--- config.mk ---
export PLATFORM = sky130hd
export DESIGN_NAME = node_run_range_compressor
export DESIGN_NICKNAME = d
export VERILOG_FILES = /design/src/hdl/nrrc_pkg.sv /design/src/hdl/node_run_range_compressor.sv /design/src/hdl/nrrc_run_tracker.sv /design/src/hdl/nrrc_token_pair.sv
export SDC_FILE = /design/constraint.sdc
export NUM_CORES = 1
export LEC_CHECK = 0
export BUFFER_PORTS_ARGS = -buffer_cell sky130_fd_sc_hd__clkbuf_2
export CAP_MARGIN = 20
export CORE_UTILIZATION = 35
export DETAILED_ROUTE_END_ITERATION = 8
export PLACE_DENSITY = 0.58
export SETUP_SLACK_MARGIN = 0.02
export SLEW_MARGIN = 25
export SYNTH_ARGS = -nofsm -noshare
export SYNTH_HDL_FRONTEND = slang
export SYNTH_SLANG_ARGS = --single-unit
--- constraint.sdc ---
create_clock -name clk -period 5 [get_ports clk]
set_input_delay 1 -clock clk [delete_from_list [all_inputs] [get_ports clk]]
set_output_delay 1 -clock clk [all_outputs]
set_load 0.02 [all_outputs]
--- src/hdl/nrrc_pkg.sv ---
// ---------------------------------------------------------------------------
// nrrc_pkg
// Shared types and codes of the node run range compressor.
// ---------------------------------------------------------------------------
`default_nettype none

package nrrc_pkg;

    localparam int FIELD_BITS = 16;

    // request codes
    localparam logic [1:0] REQ_NODE  = 2'd0;
    localparam logic [1:0] REQ_EMPTY = 2'd1;
    localparam logic [1:0] REQ_END   = 2'd2;

    // token kinds
    localparam logic [1:0] KIND_SINGLE = 2'd0;
    localparam logic [1:0] KIND_RANGE  = 2'd1;
    localparam logic [1:0] KIND_EMPTY  = 2'd2;
    localparam logic [1:0] KIND_ZERO   = 2'd3;

    // run direction
    localparam logic [1:0] DIR_NONE = 2'd0;
    localparam logic [1:0] DIR_UP   = 2'd1;
    localparam logic [1:0] DIR_DOWN = 2'd2;

    typedef struct packed {
        logic [1:0]            req_type;
        logic [FIELD_BITS-1:0] node_value;
    } req_item_t;

    typedef struct packed {
        logic [1:0]            token_kind;
        logic [FIELD_BITS-1:0] first_node;
        logic [FIELD_BITS-1:0] final_node;
        logic                  last_of_item;
    } tok_item_t;

    // up to two tokens produced by one request
    typedef struct packed {
        tok_item_t  tok0;
        tok_item_t  tok1;
        logic [1:0] count;
    } tok_pair_t;

endpackage

`default_nettype wire

--- src/hdl/node_run_range_compressor.sv ---
// ---------------------------------------------------------------------------
// node_run_range_compressor
// Compresses a stream of node numbers into single-node and range tokens.
// ---------------------------------------------------------------------------
`default_nettype none

// Channel   Signals                        Direction  Content
// req       req_valid / req_stall / req    in         req_type, node_value
// tok       tok_valid / tok_stall / tok    out        kind, first, final, last flag
//
// One request is taken per cycle while req_stall is low. A request is held in
// the input register, where the run tracker decides its tokens; they are
// loaded into the token pair register when the request is processed. After a
// request that yields two tokens (flush plus gap), the next request that yields
// tokens waits in the input register until the last held token leaves, since
// the output drains one token per transfer. Reset closes the run and empties
// both registers. tok_stall backs up into req_stall the same cycle.

module node_run_range_compressor #(
    parameter int NODE_BITS = 16
) (
    input  wire logic                clk,
    input  wire logic                rst_n,
    input  wire logic                req_valid,
    output logic                     req_stall,
    input  wire nrrc_pkg::req_item_t  req,
    output logic                     tok_valid,
    input  wire logic                tok_stall,
    output nrrc_pkg::tok_item_t       tok
);
    import nrrc_pkg::*;

    // node bits above the 16-bit field never carry data
    localparam int RUN_BITS = (NODE_BITS < FIELD_BITS) ? NODE_BITS : FIELD_BITS;

    logic      in_vld_reg, in_vld_next;
    req_item_t in_item_reg;
    tok_pair_t pair;
    logic      pair_free;
    logic      process;
    logic      accept;

    // a request that makes no token never waits on the output
    assign process   = in_vld_reg && (pair.count == 2'd0 || pair_free);
    assign req_stall = in_vld_reg && !process;
    assign accept    = req_valid && !req_stall;

    always_comb
    begin
        in_vld_next = in_vld_reg;
        if (accept)
        begin
            in_vld_next = 1'b1;
        end
        else if (process)
        begin
            in_vld_next = 1'b0;
        end
    end

    always_ff @(posedge clk or negedge rst_n)
    begin
        if (!rst_n)
        begin
            in_vld_reg <= 1'b0;
        end
        else
        begin
            in_vld_reg <= in_vld_next;
        end
    end

    always_ff @(posedge clk)
    begin
        if (accept)
        begin
            in_item_reg <= req;
        end
    end

    nrrc_run_tracker #(
        .RUN_BITS (RUN_BITS)
    ) u_tracker (
        .clk     (clk),
        .rst_n   (rst_n),
        .advance (process),
        .item    (in_item_reg),
        .pair    (pair)
    );

    nrrc_token_pair u_pair (
        .clk       (clk),
        .rst_n     (rst_n),
        .load      (process),
        .pair      (pair),
        .free      (pair_free),
        .tok_valid (tok_valid),
        .tok_stall (tok_stall),
        .tok       (tok)
    );

endmodule

`default_nettype wire

--- src/hdl/nrrc_run_tracker.sv ---
// ---------------------------------------------------------------------------
// nrrc_run_tracker
// Holds the open run and decides the tokens one request produces.
// ---------------------------------------------------------------------------
`default_nettype none

module nrrc_run_tracker #(
    parameter int RUN_BITS = 16
) (
    input  wire logic               clk,
    input  wire logic               rst_n,
    input  wire logic               advance,
    input  wire nrrc_pkg::req_item_t item,
    output nrrc_pkg::tok_pair_t      pair
);
    import nrrc_pkg::*;

    logic                open_reg,  open_next;
    logic [RUN_BITS-1:0] start_reg, start_next;
    logic [RUN_BITS-1:0] last_reg,  last_next;
    logic [1:0]          dir_reg,   dir_next;

    logic [RUN_BITS-1:0] v;
    logic [RUN_BITS:0]   last_inc;
    logic                up;
    logic                down;
    logic                cont;
    tok_item_t           flush_tok;
    tok_item_t           gap_tok;
    tok_item_t           none_tok;

    assign v        = item.node_value[RUN_BITS-1:0];
    // one bit wider so the top value does not wrap
    assign last_inc = {1'b0, last_reg} + {{RUN_BITS{1'b0}}, 1'b1};
    assign up       = ({1'b0, v} == last_inc);
    assign down     = (last_reg != '0) && (v == last_reg - RUN_BITS'(1));
    assign cont     = (dir_reg == DIR_UP) ? up : down;

    always_comb
    begin
        none_tok              = '0;
        flush_tok.token_kind  = (start_reg == last_reg) ? KIND_SINGLE : KIND_RANGE;
        flush_tok.first_node  = FIELD_BITS'(start_reg);
        flush_tok.final_node  = FIELD_BITS'(last_reg);
        flush_tok.last_of_item = 1'b0;
        gap_tok.token_kind    = (item.req_type == REQ_EMPTY) ? KIND_EMPTY : KIND_ZERO;
        gap_tok.first_node    = '0;
        gap_tok.final_node    = '0;
        gap_tok.last_of_item  = 1'b1;
    end

    always_comb
    begin
        open_next  = open_reg;
        start_next = start_reg;
        last_next  = last_reg;
        dir_next   = dir_reg;
        pair.tok0  = none_tok;
        pair.tok1  = none_tok;
        pair.count = 2'd0;

        unique case (item.req_type)
            REQ_END:
            begin
                if (open_reg)
                begin
                    pair.tok0              = flush_tok;
                    pair.tok0.last_of_item = 1'b1;
                    pair.count             = 2'd1;
                end
                open_next  = 1'b0;
                start_next = '0;
                last_next  = '0;
                dir_next   = DIR_NONE;
            end
            REQ_NODE, REQ_EMPTY:
            begin
                if (item.req_type == REQ_EMPTY || v == '0)
                begin
                    // gap: flush any open run, then the gap token
                    if (open_reg)
                    begin
                        pair.tok0  = flush_tok;
                        pair.tok1  = gap_tok;
                        pair.count = 2'd2;
                    end
                    else
                    begin
                        pair.tok0  = gap_tok;
                        pair.count = 2'd1;
                    end
                    open_next  = 1'b0;
                    start_next = '0;
                    last_next  = '0;
                    dir_next   = DIR_NONE;
                end
                else if (!open_reg)
                begin
                    open_next  = 1'b1;
                    start_next = v;
                    last_next  = v;
                    dir_next   = DIR_NONE;
                end
                else
                begin
                    if (dir_reg == DIR_NONE)
                    begin
                        if (up)
                        begin
                            dir_next = DIR_UP;
                        end
                        else if (down)
                        begin
                            dir_next = DIR_DOWN;
                        end
                        else
                        begin
                            // start equals last here, so the flush is a single
                            pair.tok0              = flush_tok;
                            pair.tok0.last_of_item = 1'b1;
                            pair.count             = 2'd1;
                            start_next             = v;
                        end
                    end
                    else if (!cont)
                    begin
                        pair.tok0              = flush_tok;
                        pair.tok0.last_of_item = 1'b1;
                        pair.count             = 2'd1;
                        start_next             = v;
                        dir_next               = DIR_NONE;
                    end
                    last_next = v;
                end
            end
            default:
            begin
                // unused request code: no token, state unchanged
            end
        endcase
    end

    always_ff @(posedge clk or negedge rst_n)
    begin
        if (!rst_n)
        begin
            open_reg  <= 1'b0;
            start_reg <= '0;
            last_reg  <= '0;
            dir_reg   <= DIR_NONE;
        end
        else if (advance)
        begin
            open_reg  <= open_next;
            start_reg <= start_next;
            last_reg  <= last_next;
            dir_reg   <= dir_next;
        end
    end

endmodule

`default_nettype wire

--- src/hdl/nrrc_token_pair.sv ---
// ---------------------------------------------------------------------------
// nrrc_token_pair
// Result register holding up to two tokens; drains one per transfer.
// ---------------------------------------------------------------------------
`default_nettype none

module nrrc_token_pair (
    input  wire logic                clk,
    input  wire logic                rst_n,
    input  wire logic                load,
    input  wire nrrc_pkg::tok_pair_t  pair,
    output logic                     free,
    output logic                     tok_valid,
    input  wire logic                tok_stall,
    output nrrc_pkg::tok_item_t       tok
);
    import nrrc_pkg::*;

    logic [1:0] cnt_reg, cnt_next;
    tok_item_t  tok0_reg, tok0_next;
    tok_item_t  tok1_reg, tok1_next;
    logic       pop;

    assign tok_valid = (cnt_reg != 2'd0);
    assign tok       = tok0_reg;
    assign pop       = tok_valid && !tok_stall;
    // room for a new pair once the last held token leaves
    assign free      = (cnt_reg == 2'd0) || (cnt_reg == 2'd1 && !tok_stall);

    always_comb
    begin
        cnt_next  = cnt_reg;
        tok0_next = tok0_reg;
        tok1_next = tok1_reg;
        if (load && pair.count != 2'd0)
        begin
            cnt_next  = pair.count;
            tok0_next = pair.tok0;
            tok1_next = pair.tok1;
        end
        else if (pop)
        begin
            cnt_next  = cnt_reg - 2'd1;
            tok0_next = tok1_reg;
        end
    end

    always_ff @(posedge clk or negedge rst_n)
    begin
        if (!rst_n)
        begin
            cnt_reg <= 2'd0;
        end
        else
        begin
            cnt_reg <= cnt_next;
        end
    end

    always_ff @(posedge clk)
    begin
        tok0_reg <= tok0_next;
        tok1_reg <= tok1_next;
    end

endmodule

`default_nettype wire
Word level (Yosys, flattened, before mapping). Cells that the tools add are included.

Register bits: 126.

Add/sub/neg operators: 3. Equality and inequality tests: 11. Multiplexer cells: 46. Reductions and logical operators: 30.

Operators by type and width (count): $mux 35 (10); $mux 16 (7); $pmux 35 s2 (1); $pmux 16 s2 (2); $eq 16x16->1 (2); $mux 2 (13); $add 16x1->17 const B (1); $eq 16x17->1 (1); $logic_not 16->1 (1); $reduce_bool 16->1 (1); $sub 16x1->16 const B (1); $ne 5x5->1 const B (3); $mux 1 (10); $reduce_bool 2->1 (5); $logic_not 2->1 (4); $pmux 2 s2 (2); $logic_and 1x1->1 (7); $eq 2x1->1 const B (3); $ne 6x6->1 const B (1); $reduce_and 5->1 (1); $reduce_and 2->1 (2); $reduce_and 4->1 (1); $logic_not 1->1 (3); $logic_or 1x1->1 (3); other kinds (5) (5).

Depth between registers and ports, before layout. Gate-level depths: netlist of the first run.

Word-level depth: 17. Mapped depth: 14. Gate-level depth less buffers: 11.

Cells and area by module. A second synthesis of the first run with hierarchy kept.

Cells, all modules: 538. Area total of the unflattened synthesis: 6640.1 um^2.

By module, submodules not included: nrrc_run_tracker (times used 1, cells each 385, area each 3326.9 um^2, seq. area each 875.8 um^2); nrrc_token_pair (times used 1, cells each 127, area each 2707.6 um^2, seq. area each 2152.1 um^2); node_run_range_compressor (times used 1, cells each 26, area each 605.6 um^2, seq. area each 565.5 um^2).

Least setup slack after synthesis of the first run. Ideal clock, no wire load.

Kind: register -> register. From: register u_tracker.last_reg[1]. To: register in_item_reg[0] (netlist name) (enable). Setup time: 0.395 ns. Arrival: 3.640 ns. Slack: 0.965 ns. Cell stages (with the launch flop): 14. Path buffers: 2. Cells stage by stage: dfrtp_1 clkbuf_1 inv_1 ha_1 clkbuf_1 nand2b_1 o211a_1 o31ai_1 nand2_1 or4b_4 o22ai_4 o21ai_2 and3_1 nor2b_1.

Word-level cells in the longest chain between the ends: 16.

Ends and longest elaborated chain: from (decl) (line nrrc_run_tracker.sv:20) `logic [RUN_BITS-1:0] last_reg, last_next;`; from (signal assigned) (line nrrc_run_tracker.sv:156) `last_reg <= last_next;`; $sub 16x1->16 (line nrrc_run_tracker.sv:36) `assign down = (last_reg != '0) && (v == last_reg - RUN_BITS'(1));`; $eq 16x16->1 (line nrrc_run_tracker.sv:36); $logic_and 1x1->1 (line nrrc_run_tracker.sv:36); $mux 1 (on tied branches) (line nrrc_run_tracker.sv:37, nrrc_run_tracker.sv:112); $mux 1 / $mux 2 (equally long branches) (line nrrc_run_tracker.sv:125, nrrc_run_tracker.sv:108); $mux 2 (*) (line nrrc_run_tracker.sv:106) `if (dir_reg == DIR_NONE)`; $mux 2 (*) (line nrrc_run_tracker.sv:97) `else if (!open_reg)`; $mux 2 (*) (line nrrc_run_tracker.sv:78) `if (item.req_type == REQ_EMPTY || v == '0)`; [... 2 more ...]; $logic_or 1x1->1 (*) (line node_run_range_compressor.sv:44) `assign process = in_vld_reg && (pair.count == 2'd0 || pair_free);`; $logic_and 1x1->1 (*) (line node_run_range_compressor.sv:44); $logic_not 1->1 (*) (line node_run_range_compressor.sv:45) `assign req_stall = in_vld_reg && !process;`; $logic_and 1x1->1 (*) (line node_run_range_compressor.sv:45); via req_stall (line node_run_range_compressor.sv:25) `output logic req_stall,`; $logic_not 1->1 (*) (line node_run_range_compressor.sv:46) `assign accept = req_valid && !req_stall;`; $logic_and 1x1->1 (*) (line node_run_range_compressor.sv:46); via accept (line node_run_range_compressor.sv:41) `logic accept;`; to (signal assigned) (line node_run_range_compressor.sv:77) `in_item_reg <= req;`; to (decl) (line node_run_range_compressor.sv:37) `req_item_t in_item_reg;`.

Mark *: on every way through the listed nets, which the timed path passes. The rest lies on a longest branch. A chain may end at the register's enable or synchronous reset.

Worst setup path in the final report of the first run.
From: register u_tracker.last_reg[0]. To: output req_stall.

Word-level cells in the longest chain between the ends: 14.

Ends and longest elaborated chain: $sub 16x1->16 (line nrrc_run_tracker.sv:36); $eq 16x16->1 (line nrrc_run_tracker.sv:36); $logic_and 1x1->1 (line nrrc_run_tracker.sv:36); $mux 1 (on tied branches) (line nrrc_run_tracker.sv:37, nrrc_run_tracker.sv:112); $mux 1 / $mux 2 (equally long branches) (line nrrc_run_tracker.sv:125, nrrc_run_tracker.sv:108); $mux 2 (*) (line nrrc_run_tracker.sv:106); $mux 2 (*) (line nrrc_run_tracker.sv:97); $mux 2 (*) (line nrrc_run_tracker.sv:78); $pmux 2 s2 (*) (line nrrc_run_tracker.sv:62) `unique case (item.req_type)`; $logic_not 2->1 (*) (line node_run_range_compressor.sv:44); $logic_or 1x1->1 (*) (line node_run_range_compressor.sv:44); $logic_and 1x1->1 (*) (line node_run_range_compressor.sv:44); $logic_not 1->1 (*) (line node_run_range_compressor.sv:45); $logic_and 1x1->1 (*) (line node_run_range_compressor.sv:45); to (decl) (line node_run_range_compressor.sv:25).

Mark *: on every way between the ends. The rest lies on a longest branch, timed or not.

==> results of run 1 <==
worst max-delay path: stages (launching register included):
cell	delay (ns)
dfrtp_1	0.61
inv_1	0.15
ha_1	0.33
xor2_1	0.15
a2111oi_0	0.43
o311ai_0	0.27
nor3_1	0.21
nand4_1	0.21
o22ai_4	0.32
o21ai_2	0.08
and3_1	0.22
clkbuf_2	0.16
power by group through the flow:
stage                     combinational, uW  sequential (uW)  clock (uW)
after global placement                 1600             1470           0
after floorplan                        1290             1380           0
final                                  1610             1460         689
after global routing                   1770             1510         743
after CTS                              1620             1460         708
after detailed placement               1610             1480           0
logic make-up (layout without fill, tap and decap cells):
logic type / after synthesis / after routing / share of synthesized area
compound gates: 58 / 58 / 0.08398
xor+xnor: 44 / 44 / 0.07528
buf+inv: 44 / 91 / 0.03858
simple gates: 187 / 187 / 0.2025
mux: 38 / 38 / 0.09292
fa+ha+maj: 5 / 5 / 0.01176
flops: 94 / 94 / 0.4949
per-layer routing:
layer / up-vias / wire [um] / global-route usage
met3: 19 / 639 / 0.03723
met4: 0 / 268 / 0.06600
li1: 1795 / - / -
met2: 115 / 5040 / 0.2356
met1: 1803 / 5865 / 0.2211
met5: - / 0 / 0
layout by cell type (no fill, tap or decap), types with 3 or more instances in the layout:
cell type / instances
o22ai_1: 3
and4_1: 5
or3_1: 3
nand2b_1: 4
a31oi_1: 5
edfxtp_1: 56
a21oi_1: 11
xor2_1: 28
nor3b_1: 3
o31ai_1: 3
or2_2: 3
dfrtp_1: 38
xnor2_1: 15
buf_4: 3
clkbuf_2: 57
clkbuf_16: 9
mux2_4: 18
nand2_1: 24
mux2_2: 19
nand4_1: 13
o21ai_0: 6
inv_1: 14
ha_1: 5
nand3_1: 20
and2_1: 50
nor3_1: 11
nor2_1: 16
nor4_1: 14
a211o_1: 4
and3_1: 10
worst paths after layout:
| path | endpoint | slack (ns) | depth (start not counted) | startpoint |
|---|---|---|---|---|
| max | req_stall | 0.49 | 11 | u_tracker.last_reg[0] |
| min reg2reg | u_tracker.dir_reg[0] | 0.50 | 1 | u_tracker.dir_reg[1] |
| max in group asynchronous | u_tracker.dir_reg[0] | 3.95 | 1 | rst_n |
| min in group asynchronous | u_tracker.last_reg[2] | 0.65 | 1 | rst_n |
| max reg2reg | u_pair.tok[21] | 1.22 | 12 | u_tracker.last_reg[0] |
| min | u_tracker.dir_reg[0] | 0.50 | 1 | u_tracker.dir_reg[1] |
area by class of cell:
cell class,count,area share
clock buffers,11,0.03876
repair buffers,61,0.05251
well taps,184,0.03834
multi-input cells,332,0.4132
flip-flops and latches,94,0.4384
clock inverters,5,0.01000
inverters,14,0.008752
per-stage QoR:
| step | std cells | hold slack (ns) |
|---|---|---|
| after CTS | 701 | 0.5001 |
| final | 701 | 0.4990 |
| after floorplan | 470 | 0.4516 |
| after global placement | 685 | 0.4697 |
| after global routing | 701 | 0.5250 |
| after detailed placement | 685 | 0.4928 |
==> metrics, run 1 <==
nets 539; FILL cells 1404; Syn Nets 497; VDD IR max 212.1 uV; # rows 44; register area share after synthesis 0.4949; critical path type flip-flop to output port; gpl congestion 0.8600; fin util 0.4085; Cell Area, Synth 5319 um^2; clk_skew 0.008696 ns; WP data arrival 3.51 ns; Synth async-reset ratio 0.4043; Reg area 2633 um^2; Post-CTS Setup Bufs 0; Die Height 125.3 um; Max Cap Viol 0; largest net degree at the start of global routing 39; Initial Util 0.3618; relative slew slack 0.4961; CTS tree built; H-tree levels 3; internal power 2214 uW; Synth Flop Type edfxtp_1; Synth area leader edfxtp_1; initial antenna violation count 0; outcome finished with violations; Sw Share 0.4118; final WL 11.81 mm; core area 14700 um^2; Final Critical Period 4.506 ns; Avg WL per Cell 16.85 um; Initial DRT Pass Iterations 9; FMAX 221.9 MHz; final setup margin 0.4943 ns; Remaining DRCs 13; worst min path class flip-flop to flip-flop; Final Setup Violations 0; aggregate global routing overflow 0; Final Hold Vio Count 0; Synth-to-Final Area Change 12.89%; Synth top area share 0.3162; Tot GR Track Use 0.1584; share of layout cells above drive strength 1 0.2456; yosys warns 0; combinational cell fraction of total power 0.428; PnR Total Power 3765 uW; Setup WS pre-CTS 0.7817 ns; Die W 125.3 um; fin crit share 0.9011; post-detail-place hpwl 8.761 mm; Crit path required time 4.00 ns; #FFs+latches synth 94; total negative setup slack 0 ns; vias in the first global route 3586; Via-to-Cell Ratio 5.324; Final Instance Area 6005 um^2; RSZ-0062 raised after global routing false; Num CTS Buffers 9; LEAKAGE 0.002525 uW; Worst Tran Pin Value 0.7559 ns; CP Launch Type flip-flop; Avg Cell Area, Syn 11.32 um^2; Post-synth EDFFs 56; buffers added on ports 58; power per cell area 627.0 nW/um^2; first-pass GRT wire length 19.20 mm; failing checks design-rule violations; post-CTS resize count 0; Cells after Synth 470; Clock Latency Late Sink 0.35 ns; placed cell areas 5712 um^2; diodes inserted 0; root buffer cell clkbuf_16; CP endpoint kind output port; CTS Sinks 94; sw power 1550 uW; post-synthesis cell type count 64; Ports 59; clk slew on worst S/H paths 0.06 ns; most frequent cell after synthesis edfxtp_1; hold_buf cts 0; ANT nets after route 0; multi-input logic area 2481 um^2; final-report max-slew violation count 0; Sequential Power Share 0.389; CP max FO 14; die area 15690 um^2; ranking of synthesized cells by area edfxtp_1 32%, dfrtp_1 18%, and2_1 5.9%; DR vias 3732; top cells by count, synth 56 x edfxtp_1, 50 x and2_1, 38 x dfrtp_1, 28 x xor2_1, 24 x nand2_1; DR iter-0 viols 408; Clock Power Share 0.183; Largest register FFs 35; CTS Buffer Depth 2
Note: power is estimated with default switching activity, not from simulation.
==> run 2, diff against run 1 <==
CORE_UTILIZATION = 30   (was 35)
PLACE_DENSITY = 0.52   (was 0.58)
RECOVER_POWER = 100   (was default)
==> run 2 against run 1 <==
  * The run ends with max-capacitance violations, max-slew violations left
  * Combinational power down 6%
  * Register-to-register slack got worse by 0.71 ns
  * Global-route usage decreased by 1.3 points
  * Utilization decreased by 6.6 points
  * Non-clock buffer count unchanged
  * Critical path type unchanged
  * Largest power group unchanged
==> metrics, run 2 (synthesis gave the netlist of run 1 again) <==
DR vias 3701; Final Setup Violations 0; CP max FO 14; CP endpoint kind output port; clk_skew 0.01198 ns; RSZ-0062 raised after global routing false; Ports 59; fin crit share 0.9419; initial antenna violation count 0; CP Launch Type flip-flop; Num CTS Buffers 9; Synth-to-Final Area Change 11.48%; Final Critical Period 4.709 ns; commonest non-fill, non-tap cell in the layout edfxtp_1; fin cells 742; CTS Buffer Depth 2; routing usage on met2 0.2228; most frequent cells in the layout 56 x edfxtp_1, 43 x clkbuf_1, 38 x dfrtp_1; FILL cells 1777; hold_buf cts 0; aggregate global routing overflow 0; power per cell area 624.8 nW/um^2; Max Cap Viol 1; final WL 12.59 mm; vias in the first global route 3597; met3 Use GR 0.02245; worst min path class flip-flop to flip-flop; CTS Sinks 94; Post-CTS Setup Bufs 0; Clock Latency Late Sink 0.35 ns; met1 usage 0.2016; FMAX 212.3 MHz; relative slew slack -0.4827; share of layout cells above drive strength 1 0.1296; ANT nets after route 0; largest net degree at the start of global routing 39; root buffer cell clkbuf_16; placed insts 726; final-report max-slew violation count 39; DR iter-0 viols 157; Final Hold Vio Count 0; Initial Util 0.3075; Via-to-Cell Ratio 4.988; failing checks max-capacitance violations, max-slew violations; CTS tree built; VDD IR max 189.6 uV; GRT busiest layer met2; diodes inserted 0; Remaining DRCs 0; Worst Tran Pin Value 2.224 ns; Tot GR Track Use 0.1456; outcome finished with violations; core area 17300 um^2; Die Height 135.2 um; # rows 48; Largest register FFs 35; gpl congestion 0.8937; post-CTS resize count 0; clk slew on worst S/H paths 0.07 ns; post-detail-place hpwl 9.334 mm; Crit path required time 4.00 ns; WP data arrival 3.71 ns; first-pass GRT wire length 19.91 mm; Initial DRT Pass Iterations 4; buffers added on ports 58; Die W 135.2 um; Avg WL per Cell 16.96 um; critical path type flip-flop to output port; LEAKAGE 0.002346 uW; H-tree levels 3; total negative setup slack 0 ns; nets 539; die area 18270 um^2
-- run 2: changes by cell type in the layout (fill, tap and decap cells not counted), moves of 3 or more --
cell / delta
clkbuf_1: +41
and2_0: +20
buf_4: -3
clkbuf_2: -38
mux2_4: -17
and2_1: -19
mux2_1: +16
-- run 2: worst paths after layout --
check	from	to	slack (ns)	depth (start not counted)
max in group asynchronous	rst_n	u_pair.cnt_reg[1]	2.42	1
worst max register to register	u_tracker.last_reg[0]	u_pair.tok[17]	0.51	12
worst min-delay path	u_tracker.dir_reg[1]	u_tracker.dir_reg[0]	0.49	1
min in group asynchronous	rst_n	u_tracker.start_reg[4]	1.30	1
worst min register to register	u_tracker.dir_reg[1]	u_tracker.dir_reg[0]	0.49	1
worst max-delay path	u_tracker.last_reg[0]	req_stall	0.29	11
-- run 2: area by class of cell --
type                    instances  area [um^2]  share of cell area
clock inverters                 5        67.56             0.01139
multi-input cells             332         2400              0.4047
clock buffers                  11        242.7             0.04094
repair buffers                 61        252.7             0.04262
well taps                     225        281.5             0.04748
flip-flops and latches         94         2633              0.4440
inverters                      14        52.55            0.008863
-- run 2: stage by stage --
step / total power (uW) / setup slack (ns) / hold WS [ns] / area (um^2) / util
global route: 3955 / 0.1123 / 0.5293 / 5929 / 0.3428
global placement: 3095 / 0.8428 / 0.4711 / 5761 / 0.3330
floorplan: 2679 / 0.9654 / 0.4516 / 5319 / -
CTS: 3841 / 0.3260 / 0.4965 / 6071 / 0.3510
finish: 3705 / 0.2906 / 0.4889 / 5929 / 0.3428
detailed placement: 3112 / 0.7120 / 0.4767 / 5761 / 0.3330
-- run 2: critical path, stage by stage, from the launching register on --
cell and delay [ns]:
dfrtp_1 0.66, inv_1 0.17, ha_1 0.33, xor2_1 0.15
a2111oi_0 0.47, o311ai_0 0.27, nor3_1 0.24, nand4_1 0.22
o22ai_4 0.29, o21ai_0 0.14, and3_1 0.23, clkbuf_1 0.17
-- run 2: where the power goes --
part           switching (uW)  internal [uW]  total (uW)  leakage [uW]
registers                 354           1120        1470       0.00106
clock network             303            409         711      0.000152
logic                     903            618        1520       0.00114
-- run 2: layer usage --
| layer | vias up | wire length (um) |
|---|---|---|
| li1 | 1793 | - |
| met1 | 1788 | 6143 |
| met2 | 107 | 5612 |
| met3 | 13 | 559 |
| met4 | 0 | 271 |
| met5 | - | 0 |
==> run 3, diff against run 2 <==
ABC_AREA = 1   (was default)
CAP_MARGIN = default   (was 20)
==> run 3 against run 2 <==
  * The flow still finishes with violations (max-capacitance violations, max-slew violations)
  * Register-to-register slack better by 0.47 ns
  * Combinational power increased by 43%
  * Maximum frequency up 17%
  * Area after synthesis grew 11%
  * Clock skew decreased by 0.0032 ns
  * Routed wire length up 19%
  * Die area increased by 10%
  * Synthesized cell count grew 56%
  * Worst hold slack improved by 0.017 ns
  * Critical path depth up 7
  * Critical path type unchanged
  * Critical endpoint unchanged
==> metrics, run 3 <==
initial antenna violation count 0; CTS Buffer Depth 2; H-tree levels 3; fin crit share 0.8047; Via-to-Cell Ratio 4.588; FMAX 248.5 MHz; gpl congestion 0.8973; post-CTS resize count 0; Final Setup Violations 0; Tot GR Track Use 0.1580; total negative setup slack 0 ns; Critical R2R Launch in_item_reg[2]; Die W 142.0 um; Cells after Synth 734; most frequent cell after synthesis nand2_1; LEAKAGE 0.002855 uW; Compound-Gate Fraction of Synth Area 0.04065; Post-synth EDFFs 56; top cells by count, synth 206 x nand2_1, 81 x inv_1, 78 x nor2_1, 69 x nand3_1, 56 x edfxtp_1; Post-Synth Simple-Gate Area 0.3601; power per cell area 663.4 nW/um^2; first-pass GRT wire length 24.33 mm; Crit path required time 4.00 ns; Synth Flop Type edfxtp_1; root buffer cell clkbuf_16; yosys warns 0; Post-CTS Setup Bufs 0; ranking of synthesized cells by area edfxtp_1 29%, dfrtp_1 16%, nand2_1 13%; Largest register FFs 35; commonest non-fill, non-tap cell in the layout nand2_1; CTS Sinks 94; Die Height 142.0 um; aggregate global routing overflow 0; Syn Nets 761; RSZ-0062 raised after global routing false; core area 18960 um^2; Post-Synth Adder-Cell Area 0.01064; Synth top area share 0.2860; most frequent cells in the layout 210 x nand2_1, 81 x inv_1, 79 x nor2_1; Synth-to-Final Area Change 10.09%; xor/xnor share of the synthesized area 0.05129; Cell Area, Synth 5879 um^2; Final Hold Vio Count 0; nets 808; worst r2r dst u_pair.tok[2]; hold path startpoint u_tracker.start_reg[9]; final setup margin 0.9765 ns; multi-input logic area 2630 um^2; worst reg2reg path depth 12; share of layout cells above drive strength 1 0.09669; FILL cells 2063; fin util 0.3415; clk slew on worst S/H paths 0.07 ns; Final Critical Period 4.023 ns; relative slew slack -0.5115; CP Launch Type flip-flop; WP data arrival 3.02 ns; #FFs+latches synth 94; hold depth 2; Reg area 2633 um^2; register area share after synthesis 0.4478; # rows 50; Avg WL per Cell 14.29 um; post-synthesis cell type count 40; clk_skew 0.008799 ns; Remaining DRCs 0; CTS tree built; failing checks max-capacitance violations, max-slew violations; ANT nets after route 0; WHS Endpoint u_tracker.start_reg[9]; outcome finished with violations; worst min path class flip-flop to flip-flop; CP endpoint kind output port; Num CTS Buffers 9; Final Instance Area 6472 um^2; Synth area leader edfxtp_1; main combinational cell family by area after synthesis simple AND/OR/NAND/NOR gates; Clock Latency Late Sink 0.35 ns; Ports 59; DR iter-0 viols 304; FF-to-FF setup slack 0.98 ns; buffers added on ports 58; die area 20160 um^2; final-report max-slew violation count 75; Setup WS pre-CTS 1.468 ns; diodes inserted 0; CP max FO 5; Initial Util 0.3102; DR vias 4799; mux contribution to synthesized area 0; post-detail-place hpwl 11.52 mm; placed cell areas 6346 um^2; critical path type flip-flop to output port; VDD IR max 167.4 uV; Synth async-reset ratio 0.4043; final WL 14.95 mm; Avg Cell Area, Syn 8.010 um^2; Worst Tran Pin Value 2.267 ns; hold_buf cts 0; Max Cap Viol 2; Initial DRT Pass Iterations 5; largest net degree at the start of global routing 42; vias in the first global route 4573
run 3: changes by cell type after synthesis, sizes merged, moves of 11 or more:
cell and delta:
o21ai +21, clkbuf -13, nor2 +79, inv +74, nor3 +13, nor3b +11
nand2 +192, xor2 -15, and2 -52, nand3 +55, mux2 -37
run 3: per-stage QoR:
step	total power (uW)	std cells	hold WS (ns)
after CTS	4412	1046	0.5060
after floorplan	3221	734	0.4635
final	4294	1046	0.5055
after detailed placement	3739	1030	0.4897
after global routing	4665	1046	0.5391
after global placement	3743	1030	0.4854
run 3: critical path, cell delays in order, from the launching register on:
cell,delay (ns)
dfrtp_1,0.47
inv_1,0.16
ha_1,0.36
inv_1,0.05
nand2_1,0.05
nand2_1,0.05
nor2_1,0.14
nand3_1,0.09
nor2_1,0.14
nand2_1,0.06
nor2_1,0.10
nand2_1,0.06
nor2_1,0.23
nand3_2,0.11
nand3_1,0.11
nand3_1,0.14
nand3_1,0.14
inv_1,0.05
clkbuf_1,0.16
run 3: area by class of cell:
cell class | instances | share of cell area
timing repair buffer | 63 | 0.04176
tap | 260 | 0.05026
clock inverter | 4 | 0.004639
sequential | 94 | 0.4067
multi-input combinational | 523 | 0.4063
clock buffer | 12 | 0.03808
inverter | 90 | 0.05219
run 3: per-layer routing:
layer	wire length (um)	global-route usage	vias to the layer above
li1	-	-	2466
met1	7851	0.2304	2185
met2	6018	0.2268	122
met3	634	0.02322	26
met4	446	0.07640	0
met5	0	0	-
run 3: kinds of logic (layout without fill, tap and decap cells):
group,after synthesis,after routing
AO/OA/AOI/OAI,35,35
XOR/XNOR,32,32
adder cells (fa/ha/maj),5,5
buffers and inverters,117,169
flip-flops,94,94
AND/OR/NAND/NOR,451,451
run 3: worst max path at each step:
| stage | cells after the start | slack, ns | startpoint | end |
|---|---|---|---|---|
| 2_1_floorplan | 17 | 1.94 | u_tracker.last_reg[1] | req_stall |
| 3_3_place_gp | 14 | 1.53 | u_tracker.last_reg[1] | req_stall |
| 3_5_place_dp | 14 | 1.47 | u_tracker.last_reg[1] | req_stall |
| 4_1_cts | 14 | 1.09 | u_tracker.last_reg[1] | req_stall |
| 5_1_grt | 12 | 0.43 | in_item_reg[6] | u_pair.tok[2] |
| 6_report | 18 | 0.98 | u_tracker.last_reg[1] | req_stall |
run 3: report_power, final:
group | switching [uW] | leakage (uW) | internal, uW
clock | 309 | 0.000134 | 355
combinational | 1480 | 0.00167 | 695
sequential | 329 | 0.00105 | 1130
total | 2110 | 0.00286 | 2180
